## config.mk

```make
export PLATFORM = sky130hd
export DESIGN_NAME = mf_back_flat
export DESIGN_NICKNAME = d
export VERILOG_FILES = /design/src/rtl/mf_pkg.sv /design/src/rtl/mf_stream_if.sv /design/src/rtl/mf_back.sv /design/src/flat_wrapper.sv
export SDC_FILE = /design/constraint.sdc
export NUM_CORES = 1
export LEC_CHECK = 0
export BUFFER_PORTS_ARGS = -buffer_cell sky130_fd_sc_hd__buf_4
export CAP_MARGIN = 15
export CORE_MARGIN = 3
export CORE_UTILIZATION = 62
export DETAILED_ROUTE_END_ITERATION = 10
export GPL_TIMING_DRIVEN = 0
export PLACE_DENSITY = 0.81
export SYNTH_ARGS = -nofsm -noshare
export SYNTH_HDL_FRONTEND = slang
export SYNTH_SLANG_ARGS = --single-unit
```

## constraint.sdc

```tcl
create_clock -name i_clk -period 12.6 [get_ports i_clk]
set_input_delay 1.26 -clock i_clk [delete_from_list [all_inputs] [get_ports i_clk]]
set_output_delay 1.26 -clock i_clk [all_outputs]
set_load 0.02 [all_outputs]
```

## src/rtl/mf_pkg.sv

```systemverilog
// ============================================================================
// mf_pkg
// Shared types, constants and compare helpers of the 3x3 RGB median filter.
// ============================================================================
package mf_pkg;

    // Field widths
    localparam int PIX_W     = 8;
    localparam int COL_OUT_W = 10;
    localparam int ROW_W     = 12;
    localparam int WIDTH_W   = 11;
    localparam int HEIGHT_W  = 13;
    // Compare width for positions, sizes and the pending count
    localparam int CMP_W     = 14;

    // Register defaults and limits
    localparam int MAX_WIDTH_DEF = 1024;
    localparam int WIDTH_RESET   = 640;
    localparam int HEIGHT_RESET  = 480;
    localparam int HEIGHT_LIMIT  = 4096;

    // APB
    localparam int APB_ADDR_W = 3;
    localparam int APB_DATA_W = 32;

    // Job queue between front and back
    localparam int QUEUE_DEPTH = 4;
    localparam int QPTR_W      = $clog2(QUEUE_DEPTH);
    localparam int QCNT_W      = $clog2(QUEUE_DEPTH + 1);

    typedef enum logic {
        REG_WIDTH  = 1'b0,
        REG_HEIGHT = 1'b1
    } t_reg_idx;

    // One pixel, channel 0 red, 1 green, 2 blue
    typedef logic [2:0][PIX_W-1:0] t_rgb;

    // Effective frame size
    typedef struct packed {
        logic [CMP_W-1:0] width;
        logic [CMP_W-1:0] height;
    } t_cfg;

    // One window column: top, middle and the new pixel
    typedef struct packed {
        t_rgb top;
        t_rgb mid;
        t_rgb bot;
    } t_column;

    // Result attributes
    typedef struct packed {
        logic                 interior;
        logic                 last;
        logic [COL_OUT_W-1:0] col;
        logic [ROW_W-1:0]     row;
    } t_meta;

    // One queue entry: a column that enters the window, maybe with a result
    typedef struct packed {
        t_column col;
        logic    emit;
        t_meta   meta;
    } t_job;

    typedef struct packed {
        logic [PIX_W-1:0] lo;
        logic [PIX_W-1:0] md;
        logic [PIX_W-1:0] hi;
    } t_sort3;

    function automatic logic [PIX_W-1:0] max2(input logic [PIX_W-1:0] a,
                                              input logic [PIX_W-1:0] b);
        return (a > b) ? a : b;
    endfunction

    function automatic logic [PIX_W-1:0] min2(input logic [PIX_W-1:0] a,
                                              input logic [PIX_W-1:0] b);
        return (a < b) ? a : b;
    endfunction

    function automatic logic [PIX_W-1:0] max3(input logic [PIX_W-1:0] a,
                                              input logic [PIX_W-1:0] b,
                                              input logic [PIX_W-1:0] c);
        return max2(max2(a, b), c);
    endfunction

    function automatic logic [PIX_W-1:0] min3(input logic [PIX_W-1:0] a,
                                              input logic [PIX_W-1:0] b,
                                              input logic [PIX_W-1:0] c);
        return min2(min2(a, b), c);
    endfunction

    function automatic logic [PIX_W-1:0] med3(input logic [PIX_W-1:0] a,
                                              input logic [PIX_W-1:0] b,
                                              input logic [PIX_W-1:0] c);
        return max2(min2(a, b), min2(max2(a, b), c));
    endfunction

    function automatic t_sort3 sort3(input logic [PIX_W-1:0] a,
                                     input logic [PIX_W-1:0] b,
                                     input logic [PIX_W-1:0] c);
        t_sort3 s;
        s.lo = min3(a, b, c);
        s.md = med3(a, b, c);
        s.hi = max3(a, b, c);
        return s;
    endfunction

endpackage

```

## src/rtl/mf_stream_if.sv

```systemverilog


interface mf_out_if import mf_pkg::*; ();
    logic                 valid;
    logic                 ready;
    logic [PIX_W-1:0]     out_red;
    logic [PIX_W-1:0]     out_green;
    logic [PIX_W-1:0]     out_blue;
    logic [COL_OUT_W-1:0] out_col;
    logic [ROW_W-1:0]     out_row;
    logic                 frame_last;

    modport source (output valid, out_red, out_green, out_blue, out_col, out_row,
                    frame_last, input ready);
    modport sink   (input valid, out_red, out_green, out_blue, out_col, out_row,
                    frame_last, output ready);
endinterface

```

## src/rtl/mf_back.sv

```systemverilog
// ============================================================================
// mf_back
// Output side: 3x3 window of presorted columns, median pipeline, result reg.
// The whole back advances together when the result register is free.
// ============================================================================
module mf_back import mf_pkg::*; (
    input  logic   i_clk,
    input  logic   i_rst_n,
    input  t_job   i_job,
    input  logic   i_job_valid,
    output logic   o_pop,
    mf_out_if.source o_res
);

    // Window: column 0 oldest, one sorted triple per channel
    t_sort3 r_win [3][3];
    t_rgb   r_cmid1;
    t_rgb   r_cmid2;

    logic   r_s1_valid;
    t_meta  r_s1_meta;

    logic   r_s2_valid;
    t_meta  r_s2_meta;
    t_rgb   r_s2_lo;
    t_rgb   r_s2_md;
    t_rgb   r_s2_hi;
    t_rgb   r_s2_ctr;

    logic   r_out_valid;
    t_rgb   r_out_pix;
    t_meta  r_out_meta;

    logic   adv;
    t_sort3 new_col [3];
    t_rgb   med;

    assign adv   = !r_out_valid || o_res.ready;
    assign o_pop = adv && i_job_valid;

    // Sort the entering column per channel
    always_comb begin
        for (int ch = 0; ch < 3; ch++) begin
            new_col[ch] = sort3(i_job.col.top[ch], i_job.col.mid[ch], i_job.col.bot[ch]);
        end
    end

    // Window shift on every job
    always_ff @(posedge i_clk) begin
        if (!i_rst_n) begin
            for (int c = 0; c < 3; c++) begin
                for (int ch = 0; ch < 3; ch++) begin
                    r_win[c][ch] <= '0;
                end
            end
            r_cmid1 <= '0;
            r_cmid2 <= '0;
        end else if (o_pop) begin
            for (int ch = 0; ch < 3; ch++) begin
                r_win[0][ch] <= r_win[1][ch];
                r_win[1][ch] <= r_win[2][ch];
                r_win[2][ch] <= new_col[ch];
            end
            r_cmid1 <= r_cmid2;
            r_cmid2 <= i_job.col.mid;
        end
    end

    // Pipeline valids
    always_ff @(posedge i_clk) begin
        if (!i_rst_n) begin
            r_s1_valid  <= 1'b0;
            r_s2_valid  <= 1'b0;
            r_out_valid <= 1'b0;
        end else if (adv) begin
            r_s1_valid  <= o_pop && i_job.emit;
            r_s2_valid  <= r_s1_valid;
            r_out_valid <= r_s2_valid;
        end
    end

    // Max of lows, median of middles, min of highs
    always_ff @(posedge i_clk) begin
        if (adv) begin
            r_s1_meta <= i_job.meta;
            r_s2_meta <= r_s1_meta;
            r_s2_ctr  <= r_cmid1;
            for (int ch = 0; ch < 3; ch++) begin
                r_s2_lo[ch] <= max3(r_win[0][ch].lo, r_win[1][ch].lo, r_win[2][ch].lo);
                r_s2_md[ch] <= med3(r_win[0][ch].md, r_win[1][ch].md, r_win[2][ch].md);
                r_s2_hi[ch] <= min3(r_win[0][ch].hi, r_win[1][ch].hi, r_win[2][ch].hi);
            end
        end
    end

    // Final median of the three
    always_comb begin
        for (int ch = 0; ch < 3; ch++) begin
            med[ch] = med3(r_s2_lo[ch], r_s2_md[ch], r_s2_hi[ch]);
        end
    end

    // Result register, border pixels pass unchanged
    always_ff @(posedge i_clk) begin
        if (adv) begin
            r_out_pix  <= r_s2_meta.interior ? med : r_s2_ctr;
            r_out_meta <= r_s2_meta;
        end
    end

    assign o_res.valid      = r_out_valid;
    assign o_res.out_red    = r_out_pix[0];
    assign o_res.out_green  = r_out_pix[1];
    assign o_res.out_blue   = r_out_pix[2];
    assign o_res.out_col    = r_out_meta.col;
    assign o_res.out_row    = r_out_meta.row;
    assign o_res.frame_last = r_out_meta.last;

endmodule

```

## src/flat_wrapper.sv

```systemverilog
// flat-port wrapper written by rule: the top's interface ports become plain ports
module mf_back_flat import mf_pkg::*;
  (i_clk, i_rst_n, i_job, i_job_valid, o_pop, o_res_valid, o_res_out_red, o_res_out_green, o_res_out_blue, o_res_out_col, o_res_out_row, o_res_frame_last, o_res_ready);
  mf_out_if o_res_i ();
  input  logic i_clk;
  input  logic i_rst_n;
  input  t_job i_job;
  input  logic i_job_valid;
  output logic o_pop;
  output wire logic [$bits(o_res_i.valid)-1:0] o_res_valid;
  output wire logic [$bits(o_res_i.out_red)-1:0] o_res_out_red;
  output wire logic [$bits(o_res_i.out_green)-1:0] o_res_out_green;
  output wire logic [$bits(o_res_i.out_blue)-1:0] o_res_out_blue;
  output wire logic [$bits(o_res_i.out_col)-1:0] o_res_out_col;
  output wire logic [$bits(o_res_i.out_row)-1:0] o_res_out_row;
  output wire logic [$bits(o_res_i.frame_last)-1:0] o_res_frame_last;
  input wire logic [$bits(o_res_i.ready)-1:0] o_res_ready;
  assign o_res_valid = o_res_i.valid;
  assign o_res_out_red = o_res_i.out_red;
  assign o_res_out_green = o_res_i.out_green;
  assign o_res_out_blue = o_res_i.out_blue;
  assign o_res_out_col = o_res_i.out_col;
  assign o_res_out_row = o_res_i.out_row;
  assign o_res_frame_last = o_res_i.frame_last;
  assign o_res_i.ready = o_res_ready;
  mf_back u_core (.i_clk(i_clk), .i_rst_n(i_rst_n), .i_job(i_job), .i_job_valid(i_job_valid), .o_pop(o_pop), .o_res(o_res_i));
endmodule
```

; Word-level counts from Yosys, hierarchy flattened
; Memory sizes are Yosys's and may differ from the RTL's.
; Cells that the tools add are included.
[op_classes]
add_sub_neg = 0
multipliers = 0
div_mod_pow = 0
magnitude_cmp = 54
eq_ne = 0
shift = 0
muxes = 68
n_bitwise = 9
reduce_logical = 4
[op_table]
columns = op, count
row1 = $mux W8, 54
row2 = $mux W24, 10
row3 = $gt A8 B8 Y1, 27
row4 = $lt A8 B8 Y1, 27
row5 = $or A1 B1 Y1, 9
row6 = $mux W1, 4
row7 = $logic_and A1 B1 Y1, 2
row8 = $logic_not A1 Y1, 1
row9 = $logic_or A1 B1 Y1, 1
[totals]
regBits = 242
latchBits = 0
mem_bits_rw = 216
mem_bits_ro = 0
in_bits = 101
out_inout_bits = 49
wordCells = 171
mem_count = 1
[memory_table]
columns = name, depth, word_bits, rd, rd_ports_with_merged_regs, wr, line_no
row1 = u_core.r_win, 3, 72, 3, 0, 3, mf_back.sv:16  ; t_sort3 r_win [3][3];

; Depth between registers and ports, before layout
; Gate-level depths: netlist of run 1.
[logic_depth]
depth_word = 7
mapped_depth = 28
ltp_nobuf = 26

; Worst setup path before layout of run 1
; Ideal clock, no wire load.
[synth_path]
kind = input port to flip-flop
from = in o_res_ready
to = mem u_core.r_win[0][0] (netlist bit), enable pin
setup_time_ns = 0.585
arrival_ns = 10.773
required_time_ns = 12.015
path_slack_ns = 1.241
path_stages = 6
path_buffers = 2
path_cell_list = nor2b_1 > inv_1 > nand2_1 > clkbuf_1 > buf_1 > nand2_1
[synth_rtl]
columns = item, line_no
row1 = from (decl), flat_wrapper.sv:17  ; input wire logic [$bits(o_res_i.ready)-1:0] o_res_ready;
row2 = to (decl), mf_back.sv:16

; Worst setup path after layout of run 1
[layout_path]
from = reg u_core.r_s2_lo[9] (netlist bit)
to = reg u_core.r_out_pix (netlist bit u_core.o_res.out_green[5]), data pin
[layout_via]
elab_chain_cells = 7
elab_cells_between_ends = 9
classes_between = order compare: 4 / mux: 5
[layout_lines]
columns = item, line_no
row1 = from (decl), mf_back.sv:25  ; t_rgb r_s2_lo;
row2 = "from (signal, indexed assignment)", mf_back.sv:89  ; r_s2_lo[ch] <= max3(r_win[0][ch].lo, r_win[1][ch].lo, r_win[2][ch].lo);
row3 = $gt A8 B8 Y1, mf_pkg.sv:75  ; return (a > b) ? a : b;
row4 = $mux W8, mf_pkg.sv:75
row5 = $lt A8 B8 Y1, mf_pkg.sv:80  ; return (a < b) ? a : b;
row6 = $mux W8, mf_pkg.sv:80
row7 = $gt A8 B8 Y1, mf_pkg.sv:75
row8 = $mux W8 (*), mf_pkg.sv:75
row9 = $mux W24 (*), mf_back.sv:106  ; r_out_pix <= r_s2_meta.interior ? med : r_s2_ctr;
row10 = to (signal assigned), mf_back.sv:106
row11 = to (decl), mf_back.sv:31  ; t_rgb r_out_pix;
; Every way passes the cells marked *; elsewhere a longest branch is shown, timed or not.
; A chain may end at the register's enable or synchronous reset.

==> results of run 1 <==
path summary, 6_finish.rpt:
path | startpoint | endpoint | cells past startpoint
setup / recovery | u_core.r_s2_lo[9] | u_core.o_res.out_green[5] | 25
hold / removal | u_core.r_s1_meta[8] | u_core.r_s2_meta[8] | 0
setup reg to reg | u_core.r_s2_lo[9] | u_core.o_res.out_green[5] | 25
hold reg to reg | u_core.r_s1_meta[8] | u_core.r_s2_meta[8] | 0
cells by family (layout without fill, tap and decap cells):
group                      Yosys count  after routing  synth area share [%]
adders and majority gates          321            321                 14.38
DFF                                458            458                 47.42
AOI/OAI and AO/OA                  544            544                 12.89
and+or+nand+nor                    680            680                 11.00
buffers and inverters              375            617                 5.076
muxes                              241            241                 9.221
area by class of cell:
cell class	count	share of cell area, %
multi-input combinational	1786	42.02
sequential	458	41.93
clock buffer	61	4.120
timing repair buffer	152	3.866
inverter	290	3.470
tap	592	2.345
clock inverter	29	1.212
buffer	85	1.042
cell usage in the layout (no fill, tap or decap), types with 8 or more instances in the layout:
master / n
nand2b_1: 19
o22ai_1: 10
and4_1: 10
nor3_1: 14
nor2b_1: 31
and3_1: 11
a211o_1: 8
nand3_1: 71
a21oi_1: 115
nor2_1: 233
nand2_1: 222
o21ai_0: 131
a211oi_1: 16
buf_1: 10
buf_2: 8
a21boi_0: 51
o221ai_1: 17
dfxtp_1: 51
clkbuf_16: 49
a21o_1: 63
buf_4: 148
mux2i_1: 111
mux2_2: 127
o21a_1: 39
edfxtp_1: 407
o211ai_1: 15
nand4_1: 31
clkbuf_1: 76
inv_1: 288
and2_1: 20
o31ai_1: 22
ha_1: 321
per-stage QoR:
stage                     total power [W]  hold slack (ns)  setup slack [ns]  setup TNS (ns)  util, %
after global routing             0.006821           0.4257             5.244               0    71.27
final                            0.006385           0.4179             5.701               0    71.27
after floorplan                  0.004120           0.4003             1.241               0        -
after detailed placement         0.004861           0.4045             5.453               0    67.47
after global placement           0.004767           0.4000            -2.544         -545.02    67.19
after CTS                        0.006361           0.4182             5.836               0    71.27
worst max-delay path: cells and delay by family (launching register included):
family	cells	cell delay, ns
multiplexers	2	0.66
adder cells (fa/ha/maj)	3	0.88
AND/OR/NAND/NOR	6	0.80
AO/OA/AOI/OAI	10	2.51
flip-flops	1	0.43
buffers and inverters	4	1.36
state kept, by name, summed over array words and instances (netlist names), 24 cells and up:
register          cells
u_core.r_win        216
u_core.r_cmid1       24
u_core.r_cmid2       24
u_core.r_s1_meta     24
u_core.r_s2_ctr      24
u_core.r_s2_hi       24
u_core.r_s2_lo       24
u_core.r_s2_md       24
u_core.r_s2_meta     24
routing by layer:
metal	GRT usage [%]	vias to the layer above
li1	-	9900
met1	38.42	9809
met3	5.200	126
met2	47.88	702
met5	0	-
met4	8.915	0
power groups by stage:
stage	Combinational, W	Sequential [W]	Clock [W]
5_1_grt	0.00318	0.00207	0.00158
4_1_cts	0.00281	0.00204	0.00151
3_3_place_gp	0.00269	0.00208	0
6_report	0.00284	0.00205	0.00150
3_5_place_dp	0.00279	0.00207	0
2_1_floorplan	0.00205	0.00207	0
==> metrics.txt, run 1 <==
P_int=0.003981 W; Final Slew Violations=0; top sig layer=met4; Core Rows=77; Post-synth ARST share=0%; Setup Skew=0.02818 ns; Detail Route met2 WL=32.14 mm; total area of sequential cells=0.01324 mm^2; R2R setup slack=5.70 ns; largest area contributor in the netlist=edfxtp_1; CORE AREA=0.04432 mm^2; worst endpoint required time=12.94 ns; full die area=0.04762 mm^2; max-cap violations=0; hold crit path type=reg2reg; clock root cell=clkbuf_16; nets@finish=3243; DP HPWL=52.72 mm; vias per cell=5.948; Leakage Power=13.91 nW; Final Cell Area=0.03159 mm^2; VDD IR-drop max=0.1217 mV; critical path arrival=7.24 ns; Max-slew headroom=25.67%; top-area cell type share of the netlist area=43.77%; routability cong.=0.9324; Clock power frac=23.4%; count leader, synth=edfxtp_1; Num Clock Sinks=458; synth top area cells=edfxtp_1 (44%), ha_1 (14%), mux2_2 (5.1%); Syn Std Cell Area=0.02793 mm^2; Max Freq=0.1450 GHz; grt ovf=0; Ports=150; routed length per placed instance=19.72 um; max incr delay on CP=0.51 ns; DR iter-0 viols=1831; DR pass1 iterations=5; CP startpoint kind=register; synthesis-to-finish area growth=13.11%; worst skew pair latency=0.60 ns; I/O Buffers=148; Multi-input gate area=0.01327 mm^2; fin crit period=6.899 ns; sequential share of power=32.1%; combinational power share=44.5%; status=finished clean; routed vias=20.54k; switching power=0.002404 W; critical path peak fanout=10; Starting Density=63.01%; routed length on met1=28.93 mm; power per cell area=202.1 mW/mm^2; global-route wire length before repair=107.8 mm; number of synthesized flops with an enable pin=407; Yosys reg bits=458; count of cell types in the netlist=60; Worst Setup End Kind=register; placed cells=3363; total track usage=28.71%; layout cell share with drive strength beyond 1=13.39%; synthesized instance count=2619; switching share of power=37.65%; met3 routed WL=5.051 mm; top post-synthesis cells by count=edfxtp_1 (407), ha_1 (321), inv_1 (289); initial antenna violation count=2; count of final hold-check violations=0; placed cell area=0.02990 mm^2; Synth Flop Type=edfxtp_1; TritonCTS Buffers=48; Setup Viol. Count Final=0; CTS tree=yes; Worst Tran Pin Value=1.115 ns; vias in the first global route=20.43k; CTS H-tree depth=2; FILL cells=3143; post-CTS resize count=0; CP Class=reg2reg; RSZ-0062 raised after global routing=false; syn_nets=3041; Die W=218.2 um; Yosys warning total=0; DRT antenna net count=0; post-CTS setup buffers=0; n_diodes=0; final period utilization=54.75%; die height=218.2 um; sequential area share after synthesis=47.42%; Layout Cells excl Fill=3453; Clock transition at path regs=0.06 ns; Residual DRC=0; largest net degree at the start of global routing=115; clk buf depth=3; average size of a mapped cell=10.66 um^2; Hold-fix buffers, CTS=0; total wire length=68.10 mm; Slowest cell on crit path=clkbuf_1
Note: power is estimated with default switching activity, not from simulation.
==> run 2, diff against run 1 <==
Settings changed: CORE_UTILIZATION 62 to 56, PLACE_DENSITY 0.81 to 0.77.
Clock period 12.6 ns to 5.6 ns, I/O delays scaled along.
==> run 2 against run 1 <==
Global-route usage shrank 3.0 points. Register-to-register slack got worse by 5.6 ns. Largest cell class unchanged. Sequential share of layout area shrank 0.75 points. Highest routed layer unchanged.
==> metrics.txt, run 2 (synthesized netlist as in run 1, its figures left out) <==
Worst Setup End Kind=register; fin crit period=5.490 ns (-1.409 ns); Worst Tran Pin Value=1.107 ns (-0.007559 ns); Max-slew headroom=26.18% (+0.50 points); worst skew pair latency=0.62 ns (+0.02 ns); full die area=0.05258 mm^2 (+10%); Leakage Power=14.07 nW (+1.2%); commonest non-fill, non-tap cells in the layout=edfxtp_1 (407), ha_1 (321), inv_1 (288), nor2_1 (231), nand2_1 (221); Setup Viol. Count Final=0 (unchanged); Hold Slack=0.1079 ns (-0.3100 ns); largest net degree at the start of global routing=113 (-1.7%); count of final hold-check violations=0 (unchanged); Setup Skew=0.03606 ns (+0.007879 ns); status=finished clean; CP startpoint kind=register; layout cell share with drive strength beyond 1=16.28% (+2.9 points); Largest register FFs=216 (unchanged); Starting Density=56.93% (-6.1 points); routability cong.=0.9238 (-0.92%); Final Slew Violations=0 (unchanged); VDD IR-drop max=0.4193 mV (+240%); CORE AREA=0.04905 mm^2 (+11%); power per cell area=476.2 mW/mm^2 (+140%); vias in the first global route=20.51k (+0.40%); CTS H-tree depth=2 (unchanged); setup TNS=0 ns (unchanged); CP Class=reg2reg; global-route wire length before repair=107.8 mm (about the same); Clock transition at path regs=0.06 ns (about the same); grt ovf=0 (unchanged); total area of sequential cells=0.01324 mm^2 (unchanged); critical path peak fanout=6 (-4); total track usage=25.66% (-3.0 points); critical path arrival=5.75 ns (-1.49 ns); routed vias=20.75k (+1.0%); final period utilization=98.04% (+43 points); routed length per placed instance=19.51 um (-1.1%); DR pass1 iterations=6 (+1); clk buf depth=3 (unchanged); Multi-input gate area=0.01352 mm^2 (+1.8%); Reg with most FFs=u_core.r_win; clock root cell=clkbuf_16; nets@finish=3263 (+0.62%); TritonCTS Buffers=49 (+2.1%); DP HPWL=52.99 mm (+0.51%); Hold-fix buffers, CTS=0 (unchanged); DR iter-0 viols=1846 (+0.82%); Die W=229.3 um (+5.1%); Ports=150 (unchanged); DRT antenna net count=0 (unchanged); total wire length=69.18 mm (+1.6%); I/O Buffers=148 (unchanged); CTS tree=yes; die height=229.3 um (+5.1%); synthesis-to-finish area growth=15.18%; hold crit path type=in2reg; FILL cells=3827 (+22%); vias per cell=5.850 (-1.6%); initial antenna violation count=1 (-1); Residual DRC=0 (unchanged); most common cell after layout, fill and taps aside=edfxtp_1; worst endpoint required time=5.86 ns (-7.08 ns); Core Rows=81 (+5.2%); max-cap violations=0 (unchanged); Max Freq=0.1821 GHz (+26%); Num Clock Sinks=458 (unchanged)
## run 2: cell types whose count changed in the layout (fill, tap and decap cells not counted), moves of 4 or more
cell	change
mux2i_2	+17
mux2i_1	-17
o21ai_0	-10
a21oi_1	-5
buf_12	+4
buf_4	+23
clkbuf_2	+5
clkinv_1	+6
o21ai_2	+8
buf_1	-4
clkbuf_1	-17
## run 2: stage by stage
| step | std cells | cell area, um^2 | worst slack (ns) | utilization (%) | power (W) |
|---|---|---|---|---|---|
| final | 3546 | 32160 | 0.1099 | 65.57 | 0.01532 |
| after global routing | 3545 | 32160 | -0.07844 | 65.56 | 0.01627 |
| after CTS | 3529 | 31820 | 0.005529 | 64.87 | 0.01472 |
| after detailed placement | 3436 | 30020 | -0.6228 | 61.20 | 0.01099 |
| after global placement | 3431 | 29910 | -1.899 | 60.98 | 0.01076 |
| after floorplan | 2619 | 27970 | 0.007226 | - | 0.009280 |
## run 2: final timing paths
kind / end / slack (ns) / cells after the start / startpoint
min: u_core.r_s1_meta[11] / 0.11 / 1 / i_job[11]
max reg2reg: u_core.o_res.out_red[3] / 0.11 / 22 / u_core.r_s2_md[1]
max: u_core.o_res.out_red[3] / 0.11 / 22 / u_core.r_s2_md[1]
min reg2reg: u_core.r_s2_ctr[15] / 0.41 / 0 / u_core.r_cmid1[15]
## run 2: critical path: stages (launching register included)
cell and delay (ns):
edfxtp_1 0.38, inv_1 0.07, ha_1 0.31, nor2b_1 0.13, o211ai_1 0.27, a21oi_2 0.15
nor2_4 0.18, mux2_2 0.39, ha_1 0.33, a21oi_2 0.16, o21ai_2 0.09, or3_1 0.36
nor3_1 0.18, or3b_4 0.23, buf_4 0.16, mux2i_1 0.26, ha_1 0.29, a21o_1 0.19
a221oi_2 0.30, a41oi_2 0.10, clkdlybuf4s15_2 0.29, nand3_1 0.09, o221ai_1 0.24
## run 2: per-layer routing
layer	routed length (um)	global-route usage [%]	vias to the layer above	part of all wire (%)
met3	4299	3.557	135	6.2
met1	30000	34.65	10010	43
met5	0	0	-	0
met2	32690	43.07	668	47
li1	-	-	9936	-
met4	2195	8.118	0	3.2
## run 2: timing repair
item / CTS / global route
endpoints found under the setup margin: 44 / 70
cloned: 0 / 1
pin swaps: 4 / 17
resized for setup: 24 / 73
setup buffers: 6 / 16
## run 2: layout make-up
cell class,count,share of cell area [%]
clock buffers,54,3.871
inverters,290,3.396
flip-flops and latches,458,41.17
multi-input cells,1786,42.03
repair buffers,176,4.349
well taps,664,2.583
diodes,1,0.007780
clock inverters,37,1.451
plain buffers,80,1.144
## run 2: where the power goes
| group | internal, W | leakage (nW) | switching (W) |
|---|---|---|---|
| registers | 0.00433 | 4.95 | 0.000281 |
| logic | 0.00323 | 8.30 | 0.00407 |
| clock network | 0.00200 | 0.817 | 0.00141 |
==> run 3, diff against run 2 <==
Settings changed: RECOVER_POWER from default to 25.
==> run 3 against run 2 <==
The run now ends with capacitance limit, slew limit left. Worst setup slack improved by 0.017 ns. Total power decreased by 0.41%. Via count about the same. Non-clock buffer count did not move. Critical endpoint unchanged. Highest routed layer unchanged.
==> metrics.txt, run 3 (synthesized netlist as in run 1, its figures left out) <==
Worst Tran Pin Value=1.946 ns (+0.8384 ns); status=complete, but fails checks; clock root cell=clkbuf_16; Pwr Total=0.01525 W (-0.41%); max incr delay on CP=0.39 ns (about the same); total wire length=69.22 mm (about the same); vias in the first global route=20.51k (unchanged); I/O Buffers=148 (unchanged); DRT antenna net count=0 (unchanged); critical path, cell by cell=inv_1 > ha_1 > nor2b_1 > o211ai_1 > a21oi_2 > nor2_4 > mux2_2 > ha_1 > a21oi_2 > o21ai_2 > or3_1 > nor3_1 > or3b_4 > buf_4 > mux2i_1 > ha_1 > a21o_1 > a221oi_2 > a41oi_2 > clkdlybuf4s15_2 > nand3_1 > o221ai_1; full die area=0.05258 mm^2 (unchanged); vias per cell=5.856 (+0.11%); global-route wire length before repair=107.8 mm (unchanged); Leakage Power=13.87 nW (-1.4%); initial antenna violation count=1 (unchanged); final period utilization=97.74% (-0.30 points); Max-slew headroom=-29.72% (-56 points); DR iter-0 viols=1905 (+3.2%); most common cell after layout, fill and taps aside=edfxtp_1; commonest non-fill, non-tap cells in the layout=edfxtp_1 (407), ha_1 (321), inv_1 (288), nor2_1 (231), nand2_1 (221); FILL cells=3883 (+1.5%); CP endpoint=u_core.o_res.out_red[3]; CP Class=reg2reg; reg2reg start=u_core.r_s2_md[1]; routed length per placed instance=19.53 um (about the same); worst endpoint required time=5.86 ns (about the same); RR Endpoint=u_core.o_res.out_red[3]; clk buf depth=3 (unchanged); Critical path origin=u_core.r_s2_md[1]; worst skew pair latency=0.62 ns (about the same); R2R setup slack=0.13 ns (+0.02 ns); Core Rows=81 (unchanged); R2R depth=22 (unchanged); synthesis-to-finish area growth=14.45%; Setup Viol. Count Final=0 (unchanged); routed vias=20.76k (+0.077%); Residual DRC=0 (unchanged); Starting Density=56.93% (unchanged); hold crit path type=in2reg; CTS tree=yes; failing checks=capacitance limit, slew limit; total track usage=25.66% (unchanged); layout cell share with drive strength beyond 1=14.54% (-1.7 points); placed cells=3436 (unchanged); DR pass1 iterations=6 (unchanged); Clock transition at path regs=0.06 ns (about the same); Ports=150 (unchanged); Reg with most FFs=u_core.r_win; Slowest cell on crit path=mux2_2; die height=229.3 um (unchanged); Worst Setup End Kind=register; CORE AREA=0.04905 mm^2 (unchanged); critical path arrival=5.74 ns (about the same); max-cap violations=1 (+1); TritonCTS Buffers=49 (unchanged); Multi-input gate area=0.01351 mm^2 (about the same); CTS H-tree depth=2 (unchanged); CP startpoint kind=register; DP HPWL=52.99 mm (unchanged); Layout Cells excl Fill=3545 (-0.028%); Max Freq=0.1827 GHz (+0.31%); VDD IR-drop max=0.4181 mV (-0.28%); routability cong.=0.9238 (unchanged); Finished Core Util=65.15% (-0.42 points); largest net degree at the start of global routing=113 (unchanged); Final Slew Violations=40 (+40); grt ovf=0 (unchanged); fin crit period=5.473 ns (-0.01675 ns); Num Clock Sinks=458 (unchanged); Die W=229.3 um (unchanged); Largest register FFs=216 (unchanged); Setup Skew=0.03696 ns (+0.0008997 ns); critical path peak fanout=6 (unchanged); total area of sequential cells=0.01324 mm^2 (unchanged); power per cell area=477.3 mW/mm^2 (+0.23%); setup TNS=0 ns (unchanged); most frequent cell on the critical path=ha_1; n_diodes=0 (-1); count of final hold-check violations=0 (unchanged); Hold-fix buffers, CTS=0 (unchanged); nets@finish=3263 (unchanged)
## run 3: layout make-up
class	count	share of cell area, %
Clock buffer	54	3.895
Timing Repair Buffer	176	3.762
Multi-Input combinational cell	1786	42.29
Inverter	290	3.410
Buffer	80	1.151
Tap cell	664	2.600
Clock inverter	37	1.460
Sequential cell	458	41.44
## run 3: critical path, delay by kind of cell, from the launching register on
family	cells	cell delay, ns
AOI/OAI and AO/OA	8	1.51
and+or+nand+nor	6	1.16
adders and majority gates	3	0.92
muxes	2	0.65
buffers and inverters	3	0.52
DFF	1	0.38
## run 3: worst min-delay path by stage
| stage | from | endpoint | slack (ns) | cells past startpoint |
|---|---|---|---|---|
| CTS | i_job[3] | u_core.r_s1_meta[3] | 0.07 | 1 |
| finish | i_job[11] | u_core.r_s1_meta[11] | 0.13 | 1 |
| global placement | u_core.r_s1_meta[9] | u_core.r_s2_meta[9] | 0.40 | 0 |
| global route | i_job[12] | u_core.r_s1_meta[12] | 0.1 | 1 |
| floorplan | u_core.r_s2_meta[22] | u_core.o_res.frame_last | 0.40 | 0 |
| detailed placement | u_core.r_s2_meta[7] | u_core.o_res.out_row[7] | 0.40 | 0 |
## run 3: metal layers
layer  wire, um  share of wire [%]  track usage, %
met4       2255                3.3           8.118
met1      29880                 43           34.65
met5          0                  0               0
met2      32540                 47           43.07
met3       4545                6.6           3.557
## run 3: what timing repair did
item	4_1_cts	5_1_grt
setup buffers	6	16
gates cloned	0	1
resized for setup	24	73
setup endpoints to repair	44	70
pin swaps	4	17
## run 3: metrics by stage
stage          hold slack (ns)  cell area (um^2)  setup slack (ns)
6_report                0.1304             31960            0.1266
4_1_cts                0.06693             31820          0.005529
3_5_place_dp            0.4045             30020           -0.6228
3_3_place_gp            0.4011             29910            -1.899
2_1_floorplan           0.4003             27970          0.007226
5_1_grt                0.09683             31960          -0.07844
## run 3: report_power, final
| group | switching (W) | total, W | leakage [nW] | internal [W] |
|---|---|---|---|---|
| Sequential | 0.000278 | 0.00461 | 4.95 | 0.00433 |
| Clock | 0.00141 | 0.00341 | 0.817 | 0.00200 |
| Combinational | 0.00407 | 0.00723 | 8.11 | 0.00317 |
